**src/pfdr_pkg.sv**
```systemverilog
// ----------------------------------------------------------------------------
// pfdr_pkg: shared types and constants of the packet FIFO dedup/count unit
// Sizes of the cell row, field widths, request codes and the structs that
// travel between the top level and its cells.
// ----------------------------------------------------------------------------
package pfdr_pkg;

  localparam int DEPTH   = 64;
  localparam int ID_W    = 16;
  localparam int TIME_W  = 32;
  localparam int IDX_W   = $clog2(DEPTH);
  localparam int OCC_W   = $clog2(DEPTH + 1);
  localparam int CFG_W   = 7;
  localparam int LIM_W   = (CFG_W > OCC_W) ? CFG_W : OCC_W;
  localparam int GROUP   = 8;
  localparam int NGROUP  = (DEPTH + GROUP - 1) / GROUP;
  localparam int GRP_W   = $clog2(GROUP + 1);

  localparam logic [CFG_W-1:0] LIMIT_RESET = CFG_W'(64);

  typedef enum logic [1:0] {
    OP_ADD   = 2'd0,
    OP_FWD   = 2'd1,
    OP_COUNT = 2'd2,
    OP_NOP   = 2'd3
  } op_t;

  typedef struct packed {
    logic              valid;
    logic [ID_W-1:0]   src;
    logic [ID_W-1:0]   dst;
    logic [TIME_W-1:0] stamp;
  } entry_t;

  typedef struct packed {
    logic [ID_W-1:0]   src;
    logic [ID_W-1:0]   dst;
    logic [TIME_W-1:0] stamp;
    logic [TIME_W-1:0] lo;
    logic [TIME_W-1:0] hi;
  } query_t;

  typedef struct packed {
    logic shift;
    logic load;
  } cell_ctl_t;

endpackage

```
**src/pfdr_cell.sv**
```systemverilog
// ----------------------------------------------------------------------------
// pfdr_cell: one storage cell of the packet row
// Holds one packet, compares it against the current request and either
// takes its right neighbor's packet or a freshly added one.
// ----------------------------------------------------------------------------
module pfdr_cell import pfdr_pkg::*; (
  input  logic      clk,
  input  logic      rst,
  input  cell_ctl_t ctl,
  input  entry_t    load_data,
  input  entry_t    right,
  input  query_t    query,
  output entry_t    ent,
  output logic      dup_hit,
  output logic      cnt_hit
);

  logic              valid;
  logic [ID_W-1:0]   src;
  logic [ID_W-1:0]   dst;
  logic [TIME_W-1:0] stamp;

  assign ent = '{valid: valid, src: src, dst: dst, stamp: stamp};

  always_ff @(posedge clk) begin
    if (rst) begin
      valid <= 1'b0;
    end else if (ctl.load) begin
      valid <= load_data.valid;
    end else if (ctl.shift) begin
      valid <= right.valid;
    end
  end

  always_ff @(posedge clk) begin
    if (ctl.load) begin
      src   <= load_data.src;
      dst   <= load_data.dst;
      stamp <= load_data.stamp;
    end else if (ctl.shift) begin
      src   <= right.src;
      dst   <= right.dst;
      stamp <= right.stamp;
    end
  end

  always_ff @(posedge clk) begin
    if (rst) begin
      dup_hit <= 1'b0;
      cnt_hit <= 1'b0;
    end else begin
      dup_hit <= valid && (src == query.src) && (dst == query.dst) &&
                 (stamp == query.stamp);
      cnt_hit <= valid && (dst == query.dst) && (stamp >= query.lo) &&
                 (stamp <= query.hi);
    end
  end

endmodule

```
**config.mk**
```make
export PLATFORM = sky130hd
export DESIGN_NAME = pfdr_cell
export DESIGN_NICKNAME = d
export VERILOG_FILES = /design/src/pfdr_pkg.sv /design/src/pfdr_cell.sv
export SDC_FILE = /design/constraint.sdc
export NUM_CORES = 1
export LEC_CHECK = 0
export BUFFER_PORTS_ARGS = -buffer_cell sky130_fd_sc_hd__clkbuf_2
export CAP_MARGIN = 20
export CELL_PAD_IN_SITES_DETAIL_PLACEMENT = 0
export CELL_PAD_IN_SITES_GLOBAL_PLACEMENT = 1
export CORE_MARGIN = 5
export CORE_UTILIZATION = 31
export CTS_CLUSTER_SIZE = 8
export DETAILED_ROUTE_END_ITERATION = 7
export PLACE_DENSITY = 0.79
export SLEW_MARGIN = 30
export SYNTH_ARGS = -nofsm -noshare
export SYNTH_HDL_FRONTEND = slang
export SYNTH_SLANG_ARGS = --single-unit
export TNS_END_PERCENT = 1
```
**constraint.sdc**
```tcl
create_clock -name clk -period 2.74 [get_ports clk]
set_input_delay 0.411 -clock clk [delete_from_list [all_inputs] [get_ports clk]]
set_output_delay 0.411 -clock clk [all_outputs]
set_load 0.005 [all_outputs]
```
---- After elaboration in Yosys (flattened, before gate mapping) ----
Index checks and enable logic that the tools add are counted.
operators by class
  order comparisons ....................... 2
  eq/ne operators ......................... 3
  multiplexer cells ....................... 8
  reductions and logical operators ........ 7
operators with widths
  kind                                number
  16-bit two-way mux                  4
  32-bit two-way mux                  2
  16-bit == test                      2
  32-bit == test                      1
  32-bit greater-or-equal comparator  1
  32-bit less-or-equal comparator     1
  1-bit logical AND                   6
  1-bit two-way mux                   2
  2-bit nonzero test                  1
word-level totals
  register bits after elaboration ......... 67
  output and inout port bits .............. 67
  logic and storage cells ................. 26

---- Longest topological paths before layout ----
  depth in word-level cells ............... 4
  depth in mapped cells ................... 8
  gate-level depth less buffers ........... 8

---- Worst setup path before layout ----
OpenSTA, ideal clock, no wires.
  path type ............................... input to register
  start point ............................. input ctl[0] (netlist name)
  end point ............................... register dst[0], enable pin
  setup time .............................. 0.394 ns
  data arrival time ....................... 1.957 ns
  data required time ...................... 2.346 ns
  setup slack ............................. 0.389 ns
  stages on the path ...................... 3
  path buffers ............................ 2
  cells stage by stage .................... clkbuf_1 clkbuf_1 or2_2
on the way
  cells in the longest elaborated chain, start to end .. 1
ends and longest elaborated chain
  item                                 line             source
  from (decl)                          pfdr_cell.sv:9   input cell_ctl_t ctl,
  2-bit nonzero test (no source line)  --
  to (signal assigned)                 pfdr_cell.sv:38  dst <= load_data.dst;
  to (signal assigned)                 pfdr_cell.sv:42  dst <= right.dst;
  to (decl)                            pfdr_cell.sv:20  logic [ID_W-1:0] dst;
Every way passes these cells.
A chain may end at the register's enable or synchronous reset.

---- Worst setup path after layout ----
  start point ............................. register stamp[11]
  end point ............................... register cnt_hit
on the way
  cells in the longest elaborated chain, start to end .. 3
  elaborated cells between the ends (all ways) .. 4
  those cells by class .................... order compare (2); reduce/logical (2)
ends and longest elaborated chain
  item                                line             source
  from (decl)                         pfdr_cell.sv:21  logic [TIME_W-1:0] stamp;
  from (signal assigned)              pfdr_cell.sv:39  stamp <= load_data.stamp;
  from (signal assigned)              pfdr_cell.sv:43  stamp <= right.stamp;
  32-bit greater-or-equal comparator  pfdr_cell.sv:54  cnt_hit <= valid && (dst == query.dst) && (stamp >= query.lo) &&
  1-bit logical AND                   pfdr_cell.sv:54
  1-bit logical AND (*)               pfdr_cell.sv:54
  to (signal assigned)                pfdr_cell.sv:54
  to (decl)                           pfdr_cell.sv:15  output logic cnt_hit
Mark *: on every way between the ends. The rest lies on a longest branch, timed or not.

==> metrics.csv <==
metric,value,unit
placed insts,991,
H-tree Lvls,3,
Cell variety after synth,39,
DP Wirelength,15.7,mm
CP Capture Type,flop,
Die X,138,µm
GP Congestion,0.826,
Starting Density,0.318,
Syn Nets,776,
first-pass GRT wire length,27.4,mm
1st-iter DRT viols,112,
Seq cells post-synth,67,
FMAX,0.445,GHz
"Setup Fix Bufs, Post-CTS",0,
DR pass1 iterations,4,
Worst Path Required,3.00,ns
Hold Path Depth,2,
DR vias,4600,
Mean Syn Cell Area,11.3,µm²
met1 Track Usage GR,0.205,
Post-synth EDFFs,64,
Hold Fails Final Rpt,0,
drt wl/cell,18.3,µm
Slew headroom,0.612,
Total Routed Length,18.4,mm
# nets final,1112,
"CTS clk-pin slew, worst paths",0.06,ns
Pins Over Slew Limit,0,
met2 Track Usage GR,0.337,
Max rail drop VDD,0.000285,V
Rows,46,
TritonCTS buffer count,9,
outcome,"finished, final reports clean",
met3 Track Usage GR,0.0745,
fin cells,1007,
ANT nets after route,0,
Slew @ Worst Pin,0.577,ns
ys async rst share,0,
PD cells,467,nW/µm²
clock sinks,67,
all-layer global routing usage,0.187,
Antenna Cells,0,
fillcell total,1616,
synth top area cells,"edfxtp_1, ha_1, mux2_2, xor2_1, inv_1",
Layout area overhead,43.6,%
min cycle time layout,2.25,ns
Main synth FF type,edfxtp_1,
Mapped Area,5080,µm²
CTS tree,built,
worst setup path class,flop to flop,
top cells by instance count after synthesis,"edfxtp_1, ha_1, inv_1, mux2_2, xor2_1",
CTS Hold Bufs,0,
setup_tns,0,ns
Leak Pwr,0.00378,µW
Synth area leader,edfxtp_1,
die area,19100,µm²
post-synthesis sequential area ratio,0.390,
area share of the largest cell type after synthesis,0.378,
number of global-route vias before repair,4882,
Synth Warn #,0,
RSZ-0062 raised after global routing,false,
Final Skew,0.00896,ns
CTS root buffer,clkbuf_16,
Core Region,16000,µm²
busiest metal layer after global routing,met2,
global route total overflow,0,
Die Ht,138,µm
Max clock buf depth,2,
pin count of the biggest net entering global routing,65,
fraction of layout cells with a size suffix above 1,0.527,
crit start category,flop,
Syn Inst Count,450,
reg2reg path depth,6,
Post-route DRC,0,
CTS resizes,0,
Final setup violation count,0,
initial antenna violation count,0,
Worst Path Arrival,2.51,ns
crit-path max FO,4,
port buffer count,328,
maxcap violations,0,
num ports,329,
final worst path period share,0.821,
vias per std cell,4.57,
clock latency on the worst-skew pair,0.34,ns
Hold WC Path Type,input port to flop,
[where the power goes]
group          leakage (µW)  internal, µW  switching (µW)
sequential         0.000676          1260             118
combinational       0.00298           485             429
clock              0.000126           621             499
[routing by layer]
metal	vias to the layer above	share of wire
met5	-	0
met1	2072	0.39
li1	2310	-
met4	0	0.016
met3	18	0.086
met2	200	0.51
[through the flow]
step / utilization / area [µm²] / power [µW] / hold slack [ns] / setup slack, ns
2_1_floorplan: - / 5080 / 1830 / 0.483 / 0.389
3_3_place_gp: 0.439 / 7020 / 2320 / 0.592 / 0.453
3_5_place_dp: 0.439 / 7020 / 2320 / 0.595 / 0.456
4_1_cts: 0.456 / 7300 / 3470 / 0.225 / 0.489
5_1_grt: 0.456 / 7300 / 3620 / 0.229 / 0.421
6_report: 0.456 / 7300 / 3410 / 0.238 / 0.491
[sequential cells by signal, summed over array words and instances, names as in the netlist]
signal   cells
dst         16
cnt_hit      1
valid        1
stamp       32
dup_hit      1
src         16
[path summary, 6_finish.rpt]
| kind | start | to | slack (ns) |
|---|---|---|---|
| min | rst | valid$_SDFFE_PP0P_ | 0.24 |
| max reg2reg | stamp[11]$_DFFE_PP_ | cnt_hit$_SDFF_PP0_ | 0.49 |
| max | stamp[11]$_DFFE_PP_ | cnt_hit$_SDFF_PP0_ | 0.49 |
| min reg2reg | valid$_SDFFE_PP0P_ | valid$_SDFFE_PP0P_ | 0.68 |
[final cells by class]
cell class                      instances  area, µm²  area share
Clock buffer                           10        229      0.0314
Clock inverter                          6       48.8     0.00669
Inverter                               64        240      0.0329
Multi-Input combinational cell        311       2820       0.387
Sequential cell                        67       1980       0.272
Tap cell                              216        270      0.0370
Timing Repair Buffer                  333       1700       0.234
[worst max-delay path, stage by stage, from the launching register on]
cell,delay (ns)
edfxtp_1,0.49
ha_1,0.35
a21oi_1,0.20
o221ai_2,0.13
a2111o_1,0.48
a211o_1,0.29
a221oi_2,0.23
[cells in the final DEF (no fill, tap or decap), types with 11 or more instances in the layout]
cell,instances
inv_1,64
mux2_2,64
ha_1,64
nor4_1,16
nand4_1,17
edfxtp_1,64
xor2_1,55
a21oi_1,20
clkbuf_2,327
a21o_1,11
[cell families after synthesis]
kind of cell | share of synthesized area
and+or+nand+nor | 0.0722
buffers and inverters | 0.0544
DFF | 0.390
adders and majority gates | 0.158
AOI/OAI and AO/OA | 0.0717
muxes | 0.144
xor gates and xnor gates | 0.110
(Power assumes the default switching activity.)
