$ cat src/pfdr_pkg.sv
// ----------------------------------------------------------------------------
// pfdr_pkg: shared types and constants of the packet FIFO dedup/count unit
// Sizes of the cell row, field widths, request codes and the structs that
// travel between the top level and its cells.
// ----------------------------------------------------------------------------
package pfdr_pkg;

  localparam int DEPTH   = 64;
  localparam int ID_W    = 16;
  localparam int TIME_W  = 32;
  localparam int IDX_W   = $clog2(DEPTH);
  localparam int OCC_W   = $clog2(DEPTH + 1);
  localparam int CFG_W   = 7;
  localparam int LIM_W   = (CFG_W > OCC_W) ? CFG_W : OCC_W;
  localparam int GROUP   = 8;
  localparam int NGROUP  = (DEPTH + GROUP - 1) / GROUP;
  localparam int GRP_W   = $clog2(GROUP + 1);

  localparam logic [CFG_W-1:0] LIMIT_RESET = CFG_W'(64);

  typedef enum logic [1:0] {
    OP_ADD   = 2'd0,
    OP_FWD   = 2'd1,
    OP_COUNT = 2'd2,
    OP_NOP   = 2'd3
  } op_t;

  typedef struct packed {
    logic              valid;
    logic [ID_W-1:0]   src;
    logic [ID_W-1:0]   dst;
    logic [TIME_W-1:0] stamp;
  } entry_t;

  typedef struct packed {
    logic [ID_W-1:0]   src;
    logic [ID_W-1:0]   dst;
    logic [TIME_W-1:0] stamp;
    logic [TIME_W-1:0] lo;
    logic [TIME_W-1:0] hi;
  } query_t;

  typedef struct packed {
    logic shift;
    logic load;
  } cell_ctl_t;

endpackage

$ cat src/pfdr_count.sv
// ----------------------------------------------------------------------------
// pfdr_count: population count of the cells' match flags
// Counts the flags in small groups into registers; the group counts are
// then added into the total.
// ----------------------------------------------------------------------------
module pfdr_count import pfdr_pkg::*; (
  input  logic             clk,
  input  logic [DEPTH-1:0] hits,
  output logic [OCC_W-1:0] total
);

  logic [GRP_W-1:0] grp_cnt [NGROUP];
  logic [GRP_W-1:0] grp_cnt_next [NGROUP];

  always_comb begin
    for (int g = 0; g < NGROUP; g++) begin
      grp_cnt_next[g] = '0;
      for (int b = 0; b < GROUP; b++) begin
        if (g * GROUP + b < DEPTH) begin
          grp_cnt_next[g] = grp_cnt_next[g] + GRP_W'(hits[g * GROUP + b]);
        end
      end
    end
  end

  always_ff @(posedge clk) begin
    for (int g = 0; g < NGROUP; g++) begin
      grp_cnt[g] <= grp_cnt_next[g];
    end
  end

  always_comb begin
    total = '0;
    for (int g = 0; g < NGROUP; g++) begin
      total = total + OCC_W'(grp_cnt[g]);
    end
  end

endmodule
$ cat config.mk
export PLATFORM = sky130hd
export DESIGN_NAME = pfdr_count
export DESIGN_NICKNAME = d
export VERILOG_FILES = /design/src/pfdr_pkg.sv /design/src/pfdr_count.sv
export SDC_FILE = /design/constraint.sdc
export NUM_CORES = 1
export LEC_CHECK = 0
export ABC_AREA = 1
export BUFFER_PORTS_ARGS = -buffer_cell sky130_fd_sc_hd__buf_2
export CAP_MARGIN = 20
export CORE_MARGIN = 2
export CORE_UTILIZATION = 34
export DETAILED_ROUTE_END_ITERATION = 8
export PLACE_DENSITY = 0.57
export SYNTH_ARGS = -nofsm -noshare
export SYNTH_HDL_FRONTEND = slang
export SYNTH_SLANG_ARGS = --single-unit
$ cat constraint.sdc
create_clock -name clk -period 7.8 [get_ports clk]
set_input_delay 0.39 -clock clk [delete_from_list [all_inputs] [get_ports clk]]
set_output_delay 0.39 -clock clk [all_outputs]
set_load 0.02 [all_outputs]
**After elaboration in Yosys (flattened, before gate mapping)**

Memories as Yosys holds them, arrays and structs flattened.
Cells that the tools add are included.
Widths: inputs -> output; s select.

- Bitwise logic cells: 0
- Magnitude comparators: 0
- Multiplexer cells: 0
- Div/mod/pow operators: 0
- Equality and inequality tests: 0
- Shift-type cells: 0
- Reduce and logical (&&, ||, !) cells: 0
- Multipliers: 0
- $add $sub $neg: 63

Operators by type and width:

| operator | count |
|---|---|
| $add 4x1->4 | 32 |
| $add 3x1->4 | 8 |
| $add 7x4->7 | 4 |
| $add 2x1->3 | 8 |
| $add 1x1->2 | 8 |
| $add 6x4->7 | 1 |
| $add 5x4->6 | 1 |
| $add 4x4->5 | 1 |

- Input bits: 65
- RAM bits: 32
- Bits in latches: 0
- Bits in registers: 0
- Bits in read-only memories: 0
- Memories kept: 1
- Output and inout bits: 7

Memories:

| memory | depth | width | rd ports | clocked after Yosys merged registers in | wr ports | line | text |
|---|---|---|---|---|---|---|---|
| grp_cnt | 8 | 4 | 8 | 0 | 8 | pfdr_count.sv:12 | `logic [GRP_W-1:0] grp_cnt [NGROUP];` |

**Depth between registers and ports, before layout**

Gate-level depths: netlist of run 1.

- Word-level depth: 7
- Mapped depth: 13
- Depth with buffers taken out: 13

**Worst setup path before layout of run 1**

OpenSTA, ideal clock, no wires.

- Path kind: reg-to-output
- From: mem grp_cnt[1][2] (netlist name)
- To: out total[4]
- Path slack: 3.892 ns
- Cell stages (with the launch flop): 13
- Arrival: 3.518 ns
- Cells stage by stage: dfxtp_1 > inv_1 > fa_1 > inv_1 > fa_1 > fa_1 > inv_1 > fa_1 > inv_1 > ha_1 > inv_1 > fa_1 > xnor2_1

RTL lines:

| what | line | text |
|---|---|---|
| start: declaration | pfdr_count.sv:12 |  |
| end: declaration | pfdr_count.sv:9 | `output logic [OCC_W-1:0] total` |

==> results.txt, run 1 <==
Setup repair after global routing left no endpoint under its margin. The region available for standard cell placement spans 8130 sq um. In the final layout, the share of cells above drive strength 1 is 21.4%. For this run, the top clock speed supported by timing is 238 MHz.

The startpoint of the most critical hold path was hits[26]. The wire length of the first global-routing pass is 7180 um. The layout overhead on the synthesized area was 20.9%; the via density per instance was 3.85. At the end of routability-driven placement, the weighted congestion stood at 0.746. In this run, the number of DRC markers left after iteration 0 of detailed routing was 26.

For the pin with the worst max-slew slack, the measured transition is 0.184 ns. The portion of the clock cycle consumed by the worst path in the final layout was 53.9%; the count of input and output buffers was 71. The number of core rows was 33; the total routing resource utilization after global routing was 10.3%. The first TritonRoute pass finished after 4 iterations. After synthesis, the mean cell area works out to 9.79 sq um. The tools report the number of max-slew violations in the final report as 0. Entering global routing, the biggest net connects 11 pins.

The hold violation count in the final report was 0. The required time of the critical path came out at 7.41 ns. Buffers added to address setup during post-CTS repair amount to 0. The H-tree generated during clock tree synthesis spans 2 levels. TritonCTS built the clock tree.

The initial antenna violation count was 0. The clock period could shrink to 4.20 ns. The synthesized flop and latch total was 32.

The unique cell type count in the Yosys netlist was 12. Register with the most flip-flops: grp_cnt. The run gives 22.6% as the post-synthesis sequential area ratio.

The post-synthesis cell area is 2840 sq um. The final route contains 1824 vias. The final global-route overflow total is 0, and the worst endpoint data arrival time is 3.81 ns.

The detail-routed net length per standard cell is 8.70 um. The worst hold path terminates at grp_cnt[0][12]$_DFF_P_. The die height came out at 95.4 um. The logs give 9090 sq um for the total die area and 32 for the number of sinks handled by clock tree synthesis.

The largest registers in the layout are grp_cnt: 32 flops. For this configuration, the core starts out at a cell density of 34.9%. The worst setup path is captured at a primary output.

72 I/O pins were placed. The clock transition at the registers of the reported paths was 0.06 ns. The horizontal die dimension is 95.4 um, and the DRC violation count after routing is 0.

For this run, the number of Yosys warnings is 0. The via count of the first global-routing pass was 1789. After synthesis, the largest area contributor takes up 38.8% of total cell area. For this design, the CTS-stage hold fixing added 0 buffers. After clock tree synthesis, the repair step resized 0 gates. The worst setup path is launched from a flop. Clock tree synthesis inserted a total of 5 buffers.

In this run the cell area measured after placement is 3320 sq um. Summing all non-filler instances in the final layout gives an area of 3430 sq um. The post-synth net total is 441, and the number of cells produced by synthesis is 290. The flip-flop count of the largest register after layout was 32. Final HPWL from detailed placement: 3880 um.

The logs give 0 ns for the setup TNS and 4120 um for the total routed wirelength. Measured against its own limit, the worst slew margin works out to 87.8%. The tools report the library cell used as clock root buffer as clkbuf_8. The number of max-capacitance violations reported is 0. The detail route stage leaves a number of antenna-violating nets equal to 0. The path class of the lowest-slack min-delay path was input port to flop. The run finished with clean final reports. The tools report the buffer levels on the longest clock path as 2.

The worst hold path stage count works out to 2. The critical path is of the flop to primary output type. The number of antenna repair diodes was 0. After the last flow step, the layout net total stands at 519. Sorting the synthesized cells by area gives the leading types as fa_1, dfxtp_1, inv_1.

Summed over all instances, the cell type with the most area after synthesis is fa_1. Setup violations remaining at the end of the flow were counted as 0. The maximum fanout count along the critical path came out at 3.
placed cells by master (no fill, tap or decap):
master	instances
inv_1	126
buf_2	71
fa_1	55
dfxtp_1	32
ha_1	31
nand2_1	21
nand3_1	11
xor2_1	6
clkbuf_8	5
xnor2_1	3
a21oi_1	2
o21ai_1	1
nor2_1	1
inv_2	1
clkbuf_1	1
bufinv_16	1
clkinv_2	1
stage by stage:
step | cells | hold WS [ns] | util, % | setup slack (ns)
2_1_floorplan | 290 | 0.520 | - | 3.89
3_3_place_gp | 466 | 0.615 | 40.9 | 3.94
3_5_place_dp | 466 | 0.621 | 40.9 | 3.88
4_1_cts | 474 | 0.316 | 42.2 | 3.55
5_1_grt | 474 | 0.313 | 42.2 | 3.38
6_report | 474 | 0.327 | 42.2 | 3.60
cell usage after synthesis:
master     n
dfxtp_1   32
nand3_1   11
a21oi_1    2
inv_2      1
xnor2_1    3
inv_1    126
ha_1      31
xor2_1     6
o21ai_1    1
fa_1      55
nand2_1   21
nor2_1     1
worst max-delay path by stage:
| stage | start | end | slack (ns) | cells after the start |
|---|---|---|---|---|
| floorplan | grp_cnt[1][2]$_DFF_P_ | total[4] | 3.89 | 12 |
| global placement | grp_cnt[1][2]$_DFF_P_ | total[4] | 3.94 | 13 |
| detailed placement | grp_cnt[1][2]$_DFF_P_ | total[4] | 3.88 | 13 |
| CTS | grp_cnt[1][2]$_DFF_P_ | total[4] | 3.55 | 13 |
| global route | grp_cnt[1][2]$_DFF_P_ | total[4] | 3.38 | 13 |
| finish | grp_cnt[1][2]$_DFF_P_ | total[4] | 3.60 | 13 |
metal layers:
metal	wire, um	GRT usage (%)
met5	0	0
met4	34	2.54
met3	194	3.00
met2	2140	17.5
met1	1750	12.9
critical path, cell delays in order (launching register included):
cell and delay (ns):
dfxtp_1 0.31, inv_1 0.05, fa_1 0.52, inv_1 0.05
fa_1 0.50, fa_1 0.55, inv_1 0.06, fa_1 0.47
inv_1 0.07, ha_1 0.18, inv_1 0.06, fa_1 0.39
xnor2_1 0.15, buf_2 0.17
area by class of cell:
cell class	count	area, sq um
repair buffers	71	355
fillers	811	4700
inverters	127	477
clock inverters	2	35.0
clock buffers	6	72.6
multi-input cells	131	1720
flip-flops and latches	32	641
well taps	105	131
cell families (layout without fill, tap and decap cells):
| family | Yosys count | after routing | share of synthesized area [%] |
|---|---|---|---|
| DFF | 32 | 32 | 22.6 |
| xor gates and xnor gates | 9 | 9 | 2.78 |
| buffers and inverters | 127 | 206 | 16.8 |
| adders and majority gates | 86 | 86 | 52.5 |
| AOI/OAI and AO/OA | 3 | 3 | 0.529 |
| and+or+nand+nor | 33 | 33 | 4.85 |
Power of run 1 is left out: the tool's default activity adds up to more than one toggle a clock period on the data nets, which glitch-free logic cannot reach.
==> run 2, diff against run 1 <==
--- a/config.mk
+++ b/config.mk
@@ -11,7 +11,7 @@
 export CORE_MARGIN = 2
 export CORE_UTILIZATION = 34
 export DETAILED_ROUTE_END_ITERATION = 8
-export PLACE_DENSITY = 0.57
+export PLACE_DENSITY = 0.59
 export SYNTH_ARGS = -nofsm -noshare
 export SYNTH_HDL_FRONTEND = slang
 export SYNTH_SLANG_ARGS = --single-unit
==> constraint.sdc (replaced) <==
create_clock -name clk -period 3.44 [get_ports clk]
set_input_delay 0.172 -clock clk [delete_from_list [all_inputs] [get_ports clk]]
set_output_delay 0.172 -clock clk [all_outputs]
set_load 0.02 [all_outputs]
==> results.txt, run 2 (synthesized netlist as in run 1, its figures left out) <==
The most common cell after layout, fill and taps aside is inv_1. The number of iterations in the first detailed-routing pass was 3 (-1). Classification of the worst setup path: flop to primary output.

The run gives 9090 sq um (unchanged) as the total die area. Share of post-route cells with drive strength above 1: 29.3% (+7.9 points). The number of core rows is 33 (unchanged), and the max-slew headroom at the worst pin is 81.9% (-5.9 points). In this design, the largest share of critical-path delay is due to adder cells. The root buffer cell chosen for the clock tree is clkbuf_8. The number of setup violations in the final report came out at 4 (+4). The final reports fail on setup timing. The logs give 0 (unchanged) for the number of buffers added to fix hold violations after cts and 18 (-31%) for the count of routing violations after the opening detailed-route iteration.

For the vias after detailed routing, the log shows 1861 (+2.0%). The layout overhead on the synthesized area was 26.0%; the number of max-capacitance violations reported was 0 (unchanged). In the final layout, the registers with the most flip-flops are grp_cnt: 32 flops.

The maximum fanout count along the critical path is 2 (-1). The placer's final routability congestion estimate is 0.722 (-3.3%). The required time of the critical path is 3.27 ns (-4.14 ns), and the via count of the first global-routing pass is 2016 (+13%). The portion of the clock cycle consumed by the worst path in the final layout is 111%. The signal on the critical path passes through inv_2 > fa_1 > inv_2 > fa_1 > fa_1 > inv_1 > fa_1 > inv_2 > ha_4 > inv_2 > fa_2 > o21ai_4 > buf_6. The count of input and output buffers is 71 (unchanged). The DRC violation count after routing was 0 (unchanged). Die height: 95.4 um (unchanged).

Register with the most flip-flops: grp_cnt. Pin slew with the least headroom to its limit: 0.272 ns (+0.0885 ns). The clock transition at the registers of the reported paths is 0.07 ns (about the same).

The library cells used most frequently in the layout, excluding fill and tap cells, are inv_1, buf_2, fa_1, ha_1, dfxtp_1. The min-delay analysis places its worst path in the category input port to flop. The logs give 11 (unchanged) for the largest net degree at the start of global routing and -1.37 ns (-1.37 ns) for the setup TNS. The flip-flop count of the largest register after layout was 32 (unchanged). For the initial antenna violation count, the log shows 0 (unchanged). The tools report the maximum level of the CTS H-tree as 2 (unchanged). The starting density of the core is 34.9% (unchanged). The via density per instance was 3.90 (+1.4%); the number of antenna repair diodes was 0 (unchanged). Setup repair after global routing could not meet its margin everywhere. The buffering stage count on the worst path with inverters included works out to 6 (unchanged).

Core area: 8130 sq um (unchanged). The number of sinks handled by clock tree synthesis was 32 (unchanged). The final HPWL from detailed placement came out at 3940 um (+1.4%). Count of antenna-violating nets left after detailed routing: 0 (unchanged). The maximum clock rate is 262 MHz. The run finished, with violations left. For the post-placement cell count, the log shows 468 (+0.43%). The horizontal die dimension was 95.4 um (unchanged); the delay contributed by the slowest stage of the critical path was 0.54 ns (about the same). The final global-route overflow total was 0 (unchanged); the minimum period implied by the final worst setup slack was 3.81 ns.

The total routed wirelength is 4360 um (+5.6%), and the wire length of the first global-routing pass is 7690 um (+7.1%). The slack of the critical path is -0.375 ns (-3.97 ns). The worst setup path is launched from a flop. The run gives 477 (+0.63%) as the count of non-filler cells in the finished layout. Among all stages on the critical path, the largest delay is contributed by fa_1.

The number of max-slew violations in the final report is 0 (unchanged). The logs give 522 (+0.58%) for the layout net count and 72 (unchanged) for the top-level port count. Hold violation count in the final report: 0 (unchanged).

The total routing resource utilization after global routing came out at 10.9% (+0.55 points). STA classifies the critical path endpoint as a primary output. The buffer levels on the longest clock path came out at 2 (unchanged).

Worst endpoint data arrival time: 3.64 ns (-0.17 ns). For the number of clock buffers inserted by TritonCTS, the log shows 5 (unchanged). TritonCTS built the clock tree. The detail-routed net length per standard cell came out at 9.13 um (+5.0%).
[run 2: per-stage QoR]
step | hold WS [ns] | setup WS [ns] | cell area [sq um] | util [%]
4_1_cts | 0.107 | -0.391 | 3520 | 43.3
6_report | 0.116 | -0.375 | 3570 | 43.9
2_1_floorplan | 0.302 | 0.0231 | 2870 | -
3_3_place_gp | 0.398 | -0.0783 | 3370 | 41.5
5_1_grt | 0.107 | -0.523 | 3570 | 43.9
3_5_place_dp | 0.403 | -0.140 | 3370 | 41.5
[run 2: routing by layer]
metal | vias to the layer above | track usage [%] | wire (um)
met1 | 872 | 12.2 | 1760
met2 | 32 | 20.1 | 2350
li1 | 952 | - | -
met5 | - | 0 | 0
met3 | 5 | 2.29 | 168
met4 | 0 | 3.99 | 74
[run 2: timing repair]
item / 4_1_cts / 5_1_grt
pin swaps: 9 / 8
setup buffers: 0 / 1
gates resized for setup: 14 / 17
endpoints found under the setup margin: 4 / 5
endpoints found under the hold margin: 0 / 0
[run 2: area by class of cell]
cell class                      count  area, sq um
Inverter                          127          477
Tap cell                          105          131
Multi-Input combinational cell    131         1810
Clock buffer                        6         72.6
Clock inverter                      2         35.0
Fill cell                         791         4560
Sequential cell                    32          648
Timing Repair Buffer               74          405
[run 2: final timing paths]
kind             startpoint                     to  slack, ns  depth (start not counted)
max   grp_cnt[0][2]$_DFF_P_               total[6]      -0.37                         13
min                hits[42]  grp_cnt[1][4]$_DFF_P_       0.12                          2
Power of run 2 is left out for the same reason.
==> run 3, diff against run 2 <==
--- a/config.mk
+++ b/config.mk
@@ -5,7 +5,6 @@
 export SDC_FILE = /design/constraint.sdc
 export NUM_CORES = 1
 export LEC_CHECK = 0
-export ABC_AREA = 1
 export BUFFER_PORTS_ARGS = -buffer_cell sky130_fd_sc_hd__buf_2
 export CAP_MARGIN = 20
 export CORE_MARGIN = 2
==> results.txt, run 3 <==
The run finished, with violations left. The checks that failed: setup timing. The logs give 256 MHz (-2.5%) for the maximum clock rate and 3.27 ns (about the same) for the required time of the critical path. The pin slew with the least headroom to its limit works out to 0.156 ns (-0.116 ns). The register with the most flip-flops was grp_cnt.

The fraction of the mapped netlist area in adder cells came out at 53.1% (+0.58 points). Largest area contributor in the synthesized netlist: fa_1. The share of the synthesized area in the top cell type was 39.2% (+0.43 points). The post-synth net total came out at 424 (-3.9%).

The tools report the number of max-capacitance violations reported as 0 (unchanged). The minimum period implied by the final worst setup slack was 3.91 ns (+0.0989 ns); the initial antenna violation count was 0 (unchanged). Most common cell after layout, fill and taps aside: inv_1. The run gives 1773 (-12%) as the via count of the first global-routing pass. Largest net degree at the start of global routing: 12 (+1). Buffer levels on the longest clock path: 2 (unchanged).

Horizontal die dimension: 94.9 um (-0.53%). The complex-gate fraction of the synthesized area came out at 2.18% (+1.7 points). The maximum fanout count along the critical path was 2 (unchanged). The tools report the maximum level of the CTS H-tree as 2 (unchanged). The number of cells produced by synthesis is 273 (-5.9%). The tree is rooted in a clkbuf_8. For the vias after detailed routing, the log shows 1770 (-4.9%). The buffering stage count on the worst path with inverters included is 7 (+1). The post-synthesis sequential area ratio was 22.8% (+0.25 points). By count the netlist is led by inv_1, fa_1, dfxtp_1. The worst endpoint data arrival time was 3.74 ns (+0.10 ns). The tightest min-delay check is of the input port to flop type. Ranked by total cell area, the synthesized netlist is headed by fa_1, dfxtp_1, inv_1. The run gives 0 (unchanged) as the DRC violation count after routing. Among all cell types in the netlist, the one instantiated most often is inv_1.

The worst setup timing slack at the placement stage was -0.193 ns (-0.0531 ns); the count of routing violations after the opening detailed-route iteration was 17 (-1). The post-synthesis share of cell area spent on and, or, nand and nor gates works out to 2.23% (-2.6 points). The slowest stage of the critical path is the fa_2 cell. In the final layout, the registers with the most flip-flops are grp_cnt: 32 flops.

The mux contribution to synthesized area is 0% (unchanged). From synthesis to final layout, the design area changed by 24.0%. The sort of element at the end of the critical path is a primary output. The run gives 0 (unchanged) as the hold violation count in the final report.

The final global-route overflow total is 0 (unchanged), and the detail-routed net length per standard cell is 8.43 um (-7.7%). The run gives 0 (unchanged) as the number of max-slew violations in the final report. The delay contributed by the slowest stage of the critical path works out to 0.56 ns (+0.02 ns).

The share of flip-flops with an asynchronous set or reset after synthesis works out to 0% (unchanged). The run gives 3890 um (-11%) as the total routed wirelength. The dominant register cell in the synthesized netlist was dfxtp_1. The final HPWL from detailed placement is 3670 um (-6.7%), and the number of setup violations in the final report is 4 (unchanged). Per-instance average area after synthesis: 10.3 sq um (+5.1%). The top-level port count came out at 72 (unchanged). By startpoint and endpoint, the worst setup path is classified as flop to primary output. TritonCTS built the clock tree. The tools report the unique cell type count in the Yosys netlist as 12 (unchanged).

The die height is 94.9 um (-0.53%), and the portion of the clock cycle consumed by the worst path in the final layout is 114% (+2.9 points). The flip-flop count of the largest register after layout works out to 32 (unchanged). The number of antenna repair diodes is 0 (unchanged). The top cell types in the final layout, fill and taps aside, are inv_1, buf_2, fa_1, dfxtp_1, ha_1. The number of sinks handled by clock tree synthesis is 32 (unchanged), and the final core area utilization is 43.0% (-0.94 points).

Count of yosys warnings during synthesis: 0 (unchanged). The number of clock buffers inserted by TritonCTS is 5 (unchanged). The logs give 4 (+1) for the number of iterations in the first detailed-routing pass and 506 (-3.1%) for the layout net count. After synthesis, the largest family of logic cells by area is adder cells. The tools report the starting density of the core as 34.7% (-0.21 points).

The run gives 89.6% (+7.7 points) as the max-slew headroom at the worst pin. Traced cell by cell, the critical path runs through inv_2 > fa_1 > inv_2 > fa_2 > fa_1 > inv_1 > fa_1 > inv_1 > ha_2 > inv_2 > fa_2 > buf_4 > xnor2_2 > buf_4. The share of post-route cells with drive strength above 1 came out at 27.0% (-2.3 points). STA classifies the critical path startpoint as a flop. For the total routing resource utilization after global routing, the log shows 9.62% (-1.3 points). The number of enable flip-flop cells after synthesis was 0 (unchanged); the area share of xor/xnor cells in the synthesized design was 3.12% (+0.34 points). The run gives 0.702 (-2.8%) as the placer's final routability congestion estimate. The number of core rows was 33 (unchanged); the synthesized flop and latch total was 32 (unchanged).

The count of input and output buffers was 71 (unchanged). Setup repair after global routing could not meet its margin everywhere. The number of buffers added to fix hold violations after cts is 0 (unchanged). The count of antenna-violating nets left after detailed routing is 0 (unchanged), and the via density per instance is 3.84 (-1.6%). The core area was 8090 sq um (-0.51%). Grouping stages by cell kind, the critical path spends the most delay in adder cells. The clock transition at the registers of the reported paths works out to 0.06 ns (about the same). The run gives -0.473 ns (-0.0989 ns) as the slack of the critical path.

The wire length of the first global-routing pass was 6760 um (-12%); the total die area was 9000 sq um (-1.1%). For the post-synthesis cell area, the log shows 2810 sq um (-1.1%).
[run 3: cell count changes after synthesis, sizes merged]
cell and change:
nand2 -21, nor2b +9, nand2b +1, nand3 -11, xnor2 +1, inv -3, a21o +1, a21oi +7
nor2 -1
[run 3: layout make-up]
| cell class | count | area (sq um) |
|---|---|---|
| Fill cell | 805 | 4610 |
| Multi-Input combinational cell | 117 | 1730 |
| Sequential cell | 32 | 642 |
| Inverter | 124 | 465 |
| Timing Repair Buffer | 75 | 405 |
| Tap cell | 105 | 131 |
| Clock buffer | 5 | 68.8 |
| Clock inverter | 3 | 42.5 |
[run 3: what timing repair did]
| item | CTS | global route |
|---|---|---|
| buffers inserted | 1 | 1 |
| endpoints found under the setup margin | 4 | 5 |
| cloned | 0 | 0 |
| resized for setup | 9 | 5 |
| pin swaps | 2 | 3 |
[run 3: per-layer routing]
metal / routed length [um] / global-route usage [%] / up-vias
met5: 0 / 0 / -
met2: 2000 / 17.1 / 36
met1: 1640 / 11.2 / 829
met3: 190 / 2.00 / 4
met4: 61 / 3.99 / 0
li1: - / - / 901
[run 3: per-stage QoR]
step                      instances  setup TNS, ns  instance area (sq um)  hold slack, ns
after floorplan                 273        -0.0636                   2830           0.302
after global placement          451         -0.328                   3330           0.401
after detailed placement        451         -0.554                   3330           0.396
after CTS                       460          -1.70                   3470           0.105
after global routing            461          -2.37                   3480           0.122
final                           461          -1.76                   3480           0.108
[run 3: logic make-up after synthesis]
| logic type | Yosys count |
|---|---|
| xor gates and xnor gates | 10 |
| DFF | 32 |
| and+or+nand+nor | 10 |
| buffers and inverters | 124 |
| adders and majority gates | 86 |
| AOI/OAI and AO/OA | 11 |
[run 3: worst paths after layout]
check  depth (start not counted)  slack (ns)                     end                   from
max                           14       -0.47                total[4]  grp_cnt[0][6]$_DFF_P_
min                            2        0.11  grp_cnt[0][12]$_DFF_P_               hits[26]
Power of run 3 is left out for the same reason.
